`src/hw/rtl/fermion_annihilate_split_spin_basis_defines.svh`:
```
// assertion macros used by the top-level rtl file
`ifndef FERMION_ANNIHILATE_SPLIT_SPIN_BASIS_DEFINES_SVH
`define FERMION_ANNIHILATE_SPLIT_SPIN_BASIS_DEFINES_SVH

// condition a implies condition b on the same edge
`define FASB_ASSERT_IMPL(lbl, clk_s, rst_s, cond_a, cond_b) \
  lbl: assert property (@(posedge clk_s) disable iff (rst_s) (cond_a) |-> (cond_b)) \
    else $error("assertion failed: implication");

// condition must never hold
`define FASB_ASSERT_NEVER(lbl, clk_s, rst_s, cond_a) \
  lbl: assert property (@(posedge clk_s) disable iff (rst_s) !(cond_a)) \
    else $error("assertion failed: forbidden condition");

`endif

```
`src/hw/rtl/fasb_pkg.sv`:
```
`timescale 1ns / 1ps
`default_nettype none
package fasb_pkg;

  localparam int LABEL_W          = 28;
  localparam int ORB_W            = 5;
  localparam int CFG_W            = 5;
  localparam int CHOOSE_W         = 30;
  localparam int TAB_MAX          = 32;
  localparam int MAX_ORBITALS_DEF = 16;

  localparam logic [CFG_W-1:0] NUM_ORBITALS_RST = 5'd8;
  localparam logic [CFG_W-1:0] UP_COUNT_RST     = 5'd4;
  localparam logic [CFG_W-1:0] DOWN_COUNT_RST   = 5'd4;

  // register indexes
  localparam logic [1:0] REG_NUM_ORBITALS = 2'd0;
  localparam logic [1:0] REG_UP_COUNT     = 2'd1;
  localparam logic [1:0] REG_DOWN_COUNT   = 2'd2;

  // word in the divider stages
  typedef struct packed {
    logic                ok;
    logic                down;
    logic [ORB_W-1:0]    t;
    logic [LABEL_W-1:0]  label;
    logic [LABEL_W-1:0]  quo;
    logic [CHOOSE_W-1:0] rem;
  } div_t;

  // word in the unrank stages
  typedef struct packed {
    logic                ok;
    logic                down;
    logic                hit;
    logic                par;
    logic [ORB_W-1:0]    t;
    logic [CFG_W-1:0]    k;
    logic [LABEL_W-1:0]  r;
    logic [CHOOSE_W-1:0] acc;
    logic [LABEL_W-1:0]  keep;
  } unr_t;

  // binomial coefficient, evaluated at elaboration only
  function automatic logic [CHOOSE_W-1:0] choose_c(input int n, input int k);
    longint row [0:TAB_MAX];
    int     i;
    int     j;
    for (i = 0; i <= TAB_MAX; i++) row[i] = 0;
    row[0] = 1;
    for (i = 1; i <= n; i++) begin
      for (j = i; j >= 1; j--) row[j] = row[j] + row[j-1];
    end
    if (k < 0 || k > n || n > TAB_MAX) return '0;
    return row[k][CHOOSE_W-1:0];
  endfunction

endpackage
`default_nettype wire

```
`src/hw/rtl/fasb_unrank.sv`:
```
`timescale 1ns / 1ps
`default_nettype none
module fasb_unrank #(
  parameter int MAX_ORBITALS = fasb_pkg::MAX_ORBITALS_DEF
) (
  input  logic                           clk,
  input  logic                           rst,
  input  logic                           en,
  input  logic                           in_valid,
  input  fasb_pkg::unr_t                 in_data,
  input  logic [fasb_pkg::CFG_W-1:0]     num_orbitals,
  output logic                           out_valid,
  output fasb_pkg::unr_t                 out_data
);
  import fasb_pkg::*;

  localparam int NW = $clog2(MAX_ORBITALS + 1);

  logic pv [0:MAX_ORBITALS-1];
  unr_t pd [0:MAX_ORBITALS-1];

  // one stage per bit position, highest position first
  for (genvar s = 0; s < MAX_ORBITALS; s++) begin : g_stage
    localparam int I = MAX_ORBITALS - 1 - s;
    logic [CHOOSE_W-1:0] row [0:MAX_ORBITALS];
    logic                src_v;
    unr_t                src;
    unr_t                nxt;
    logic [CHOOSE_W-1:0] c_k;
    logic [CHOOSE_W-1:0] c_km1;
    logic [CHOOSE_W-1:0] r_ext;

    for (genvar kk = 0; kk <= MAX_ORBITALS; kk++) begin : g_row
      assign row[kk] = choose_c(I, kk);
    end

    if (s == 0) begin : g_first
      assign src_v = in_valid;
      assign src   = in_data;
    end else begin : g_next
      assign src_v = pv[s-1];
      assign src   = pd[s-1];
    end

    // compare rank with C(i,k), take the bit and fold it into the new rank
    always_comb begin
      nxt   = src;
      r_ext = CHOOSE_W'(src.r);
      c_k   = (int'(src.k) <= MAX_ORBITALS) ? row[NW'(src.k)] : '0;
      c_km1 = (src.k != '0 && int'(src.k) - 1 <= MAX_ORBITALS) ?
              row[NW'(src.k - 5'd1)] : '0;
      if (int'(num_orbitals) > I && src.k != '0 && r_ext >= c_k) begin
        nxt.r = LABEL_W'(r_ext - c_k);
        nxt.k = src.k - 5'd1;
        if (src.t == ORB_W'(I)) begin
          nxt.hit = 1'b1;
        end else if (ORB_W'(I) < src.t) begin
          nxt.acc = src.acc + c_k;
          nxt.par = ~src.par;
        end else begin
          nxt.acc = src.acc + c_km1;
        end
      end
    end

    always_ff @(posedge clk) begin
      if (rst) begin
        pv[s] <= 1'b0;
      end else if (en) begin
        pv[s] <= src_v;
      end
    end

    always_ff @(posedge clk) begin
      if (en) begin
        pd[s] <= nxt;
      end
    end
  end

  assign out_valid = pv[MAX_ORBITALS-1];
  assign out_data  = pd[MAX_ORBITALS-1];

endmodule
`default_nettype wire

```
`config.mk`:
```
export PLATFORM = sky130hd
export DESIGN_NAME = fasb_unrank
export DESIGN_NICKNAME = d
export VERILOG_FILES = /design/src/hw/rtl/fermion_annihilate_split_spin_basis_defines.svh /design/src/hw/rtl/fasb_pkg.sv /design/src/hw/rtl/fasb_unrank.sv
export SDC_FILE = /design/constraint.sdc
export NUM_CORES = 2
export LEC_CHECK = 0
export BUFFER_PORTS_ARGS = -buffer_cell sky130_fd_sc_hd__buf_2
export CAP_MARGIN = 20
export CORE_ASPECT_RATIO = 0.7
export CORE_MARGIN = 4
export CORE_UTILIZATION = 30
export DETAILED_ROUTE_END_ITERATION = 10
export PLACE_DENSITY = 0.53
export SKIP_CTS_REPAIR_TIMING = 1
export SLEW_MARGIN = 30
export SYNTH_ARGS = -nofsm -noshare
export SYNTH_HDL_FRONTEND = slang
export SYNTH_SLANG_ARGS = --single-unit
```
`constraint.sdc`:
```
create_clock -name clk -period 6.7 [get_ports clk]
set_clock_uncertainty 0.2 [all_clocks]
set_input_delay 1.005 -clock clk [delete_from_list [all_inputs] [get_ports clk]]
set_output_delay 1.005 -clock clk [all_outputs]
set_load 0.05 [all_outputs]
```
* Word level (Yosys, flattened, before mapping)
Memory sizes are Yosys's and may differ from the RTL's. Cells that the tools add are included.
Operators by class: add/sub/neg operators 80, magnitude comparators 112, equal/unequal tests 15, multiplexer cells 230, bitwise logic cells 64, reductions and logical operators 65
Operators by type and width (count):
- 30-bit two-way mux | 128
- 63-bit two-way mux | 16
- 30-bit adder | 32
- 28-bit by 30-bit >= comparator with 1-bit output | 16
- 28-bit subtractor | 16
- 6-bit >= comparator, second input constant | 32
- 5-bit NOT with 6-bit output | 32
- 6-bit less-or-equal comparator, second input constant | 16
- 5-bit by 1-bit subtractor with 6-bit output, second input constant | 16
- 5-bit less-or-equal comparator, second input constant | 16
- 5-bit nonzero test | 16
- 5-bit by 1-bit subtractor with 5-bit output, second input constant | 16
- 1-bit two-way mux | 70
- 1-bit logical AND | 48
- 5-bit by 4-bit == test with 1-bit output, second input constant | 8
- 5-bit by 4-bit greater-than comparator with 1-bit output, second input constant | 8
- 4-bit by 5-bit less-than comparator with 1-bit output, first input constant | 8
- 2-bit two-way mux | 16
- 5-bit by 3-bit == test with 1-bit output, second input constant | 4
- 5-bit by 3-bit greater-than comparator with 1-bit output, second input constant | 4
- 3-bit by 5-bit less-than comparator with 1-bit output, first input constant | 4
- 1-bit NOT | 16
- 1-bit bitwise OR | 16
- 5-bit by 2-bit == test with 1-bit output, second input constant | 2
- other kinds (6) | 10
Word-level totals: bits in registers 0, RAM bits 1616, memory bits (read-only) 30720, bits of input ports 109, output and inout port bits 101, logic and storage cells 600, memories kept 34
Memory list:
- pd | words 16, width 100, read ports 16, clocked after memory_dff 0, write ports 16, RTL line fasb_unrank.sv:20 | unr_t pd [0:MAX_ORBITALS-1];
- (name not given) | words 32, width 30, read ports 1, clocked after memory_dff 0, write ports 0, RTL line fasb_unrank.sv:51 | row[NW'(src.k - 5'd1)] : '0;
- (name not given) | words 32, width 30, read ports 1, clocked after memory_dff 0, write ports 0, RTL line fasb_unrank.sv:49 | c_k = (int'(src.k) <= MAX_ORBITALS) ? row[NW'(src.k)] : '0;
- (name not given) | words 32, width 30, read ports 1, clocked after memory_dff 0, write ports 0, RTL line fasb_unrank.sv:51
- (name not given) | words 32, width 30, read ports 1, clocked after memory_dff 0, write ports 0, RTL line fasb_unrank.sv:49
- (name not given) | words 32, width 30, read ports 1, clocked after memory_dff 0, write ports 0, RTL line fasb_unrank.sv:51
- +28 memories

* Longest topological paths before layout
An unclocked memory read counts as a cell.
depth in word-level cells 11, mapped depth 20, gate-level depth less buffers 18

* Least setup slack after synthesis
No wires, ideal clock.
kind input to register, start point input port in_data[86] (netlist bit), end point memory pd[0][44] (netlist bit), data pin, library setup time 0.258 ns, arrival 4.571 ns, data required time 6.242 ns, path slack 1.671 ns, stages 18, buffers on the path 2, cell sequence clkbuf_1 inv_1 ha_1 clkbuf_1 nor2_1 a31o_2 nor3_1 nand2_1 o21ai_0 inv_1 fa_1 nor2b_1 o2111ai_1 a211oi_1 o31ai_1 nor3_1 nand4_1 xnor2_1
RTL lines:
- from (decl) | RTL line fasb_unrank.sv:10 | input fasb_pkg::unr_t in_data,
- to (decl) | RTL line fasb_unrank.sv:20

==> impl_metrics.env <==
export IMPL_vias=48660
export IMPL_yosysTopAreaCell="edfxtp_1"
export IMPL_fin_nets=7190
export IMPL_p_per_area_mw_per_mm2=300.0
export IMPL_finalHoldViolCount=0
export IMPL_synth_most_common_cell="edfxtp_1"
export IMPL_synthFlopType="edfxtp_1"
export IMPL_cts_tree="built"
export IMPL_crit_family="compound AO/OA/AOI/OAI gates"
export IMPL_period_minus_slack_ns=5.540
export IMPL_whs_ns=0.1588
export IMPL_antenna_left=0
export IMPL_required_ns=7.05
export IMPL_totalWireLength_mm=160.8
export IMPL_rsz0062_at_grt="false"
export IMPL_die_y_microns=441.8
export IMPL_dieArea_sq_mm=0.2774
export IMPL_cap_violations=0
export IMPL_wire_per_inst_microns=15.48
export IMPL_port_buffers=209
export IMPL_start_util=0.3031
export IMPL_drcViolationCount=0
export IMPL_clk_latency_ns=0.81
export IMPL_worstSetupStartpointType="flop"
export IMPL_cts_buffer_depth=4
export IMPL_worstSetupEndpointType="flop"
export IMPL_synth_edff_count=1616
export IMPL_grt_max_degree=181
export IMPL_detail_route_vias_per_cell=4.684
export IMPL_gr_usage_all_layers=0.1127
export IMPL_synth_seq_cells=1616
export IMPL_syn_nets=6899
export IMPL_crit_type="flop to flop"
export IMPL_tns_ns=0
export IMPL_drive_above_1_share=0.09800
export IMPL_synthTopCellsByCount="1,616 x edfxtp_1, 582 x nand2_1, 514 x xnor2_1"
export IMPL_grt_pass1_vias=48640
export IMPL_synth_area_sq_mm=0.08066
export IMPL_avgSynthCellArea_sq_um=12.51
export IMPL_htreeDepth=4
export IMPL_synthToLayoutAreaGrowth_pct=13.76
export IMPL_synth_cells=6449
export IMPL_critPathMaxStageDelay_ns=0.65
export IMPL_synth_distinct_cells=96
export IMPL_timing_fmax_mhz=180.5
export IMPL_worst_path_buf_inv=2
export IMPL_place_congestion=0.8820
export IMPL_arrival_ns=5.89
export IMPL_postSynth_asyncResetShare=0
export IMPL_max_slew_margin=0.3026
export IMPL_setup_viol=0
export IMPL_p_total_w=0.02753
export IMPL_numClockSinks=1616
export IMPL_crit_path_top_delay_cell="edfxtp_1"
export IMPL_tightest_slew_ns=1.037
export IMPL_min_path_type="input pin to flop"
export IMPL_grt_overflow=0
export IMPL_peakVddDrop_uv=168.6
export IMPL_dpl_cell_count=10080
export IMPL_cts_root_buf="clkbuf_16"
export IMPL_critPathMaxFanout=15
export IMPL_hpwlAfterDp_mm=117.4
export IMPL_grt_pass1_wl_mm=258.8
export IMPL_design_core_area_sq_mm=0.2661
export IMPL_clk_pin_slew_worst_paths_ns=0.06
export IMPL_synth_area_top_cells="edfxtp_1 60%, xnor2_1 5.6%, ha_1 4.9%"
export IMPL_min_period_over_period=0.8269
export IMPL_drtIter0Drc=2948
export IMPL_crit_top_cell="ha_1"
export IMPL_numCtsBuffers=177
export IMPL_postLayoutCoreUtil=0.3448
export IMPL_synth_top_area_share=0.6016
export IMPL_power_leakage_nw=32.44
export IMPL_crit_chain="inv_1, ha_1, inv_1, ha_1, o21ai_0, o31a_1, o22ai_1, ha_1, a2111oi_0, o21ai_0, a311oi_1, nor2_1, o41ai_1, nor4_1, xor2_1"
export IMPL_layout_cells_non_filler=10390
export IMPL_status="finished, final reports clean"
export IMPL_num_rows=158
export IMPL_drv_slew=0
export IMPL_die_w_microns=627.8
export IMPL_ys_warn_count=0
export IMPL_antenna_found_initial=5
export IMPL_io_pins=210
export IMPL_synth_seq_area_share=0.6016
export IMPL_first_pass_iters=7
## kinds of logic (layout without fill, tap and decap cells)
group / Yosys count / in the layout / synth area share
buf+inv: 340 / 758 / 0.01651
mux: 97 / 97 / 0.01346
other cells: 0 / 1 / 0
simple gates: 2256 / 2256 / 0.1438
flops: 1616 / 1616 / 0.6016
fa+ha+maj: 341 / 341 / 0.05550
xor+xnor: 916 / 916 / 0.09946
compound gates: 883 / 883 / 0.06962
## worst reg2reg max path, delay by kind of cell, from the launching register on
family          cells  cell delay, ns
fa+ha+maj           3            1.23
flops               1            0.65
buf+inv             2            0.46
simple gates        2            0.25
xor+xnor            1            0.17
compound gates      7            2.34
## through the flow
step	area [sq um]	setup WS (ns)
floorplan	80660	1.671
global placement	86040	0.9838
detailed placement	86070	0.9003
CTS	91690	1.248
global route	91750	0.8503
finish	91750	1.160
## layer usage
| layer | track usage | vias to the layer above | share of wire |
|---|---|---|---|
| li1 | - | 24640 | - |
| met1 | 0.1531 | 22640 | 0.47 |
| met2 | 0.1781 | 1030 | 0.44 |
| met3 | 0.02039 | 347 | 0.044 |
| met4 | 0.04405 | 0 | 0.038 |
| met5 | 0 | - | 0 |
## worst paths after layout
kind | from | endpoint | slack (ns) | cells past startpoint
setup reg to reg | pd[0][86] | pd[0][149] | 1.16 | 15
hold / removal | in_data[24] | pd[0][24] | 0.16 | 1
setup / recovery | pd[0][86] | pd[0][149] | 1.16 | 15
hold reg to reg | pd[0][219] | pd[0][319] | 0.20 | 0
## layout by cell type, fill, tap and decap left out, drive strengths merged, types with 159 or more instances in the layout
master and count:
nor2 404, nand3 194, ha 313, inv 190
a21oi 159, nor3 237, nand2 582, edfxtp 1616
o21ai 288, xor2 402, buf 268, clkbuf 207
xnor2 514
## where the power goes
part	switching, W	internal, W	total, W
registers	0.000769	0.0125	0.0132
logic	0.00280	0.00194	0.00475
clock network	0.00391	0.00562	0.00953
## state kept, by name (all words and copies together) (netlist names)
name / count
pd: 1600
pv: 16
## cell type report
cell class	instances	area, sq um
Clock inverter	99	1036
Sequential cell	1616	48530
Fill cell	25820	174300
Multi-Input combinational cell	4493	30890
Tap cell	3520	4404
Timing Repair Buffer	268	1615
Clock buffer	207	4584
Inverter	184	690.7
Antenna cell	1	2.502
No activity file was read; power rests on OpenSTA's default activity.
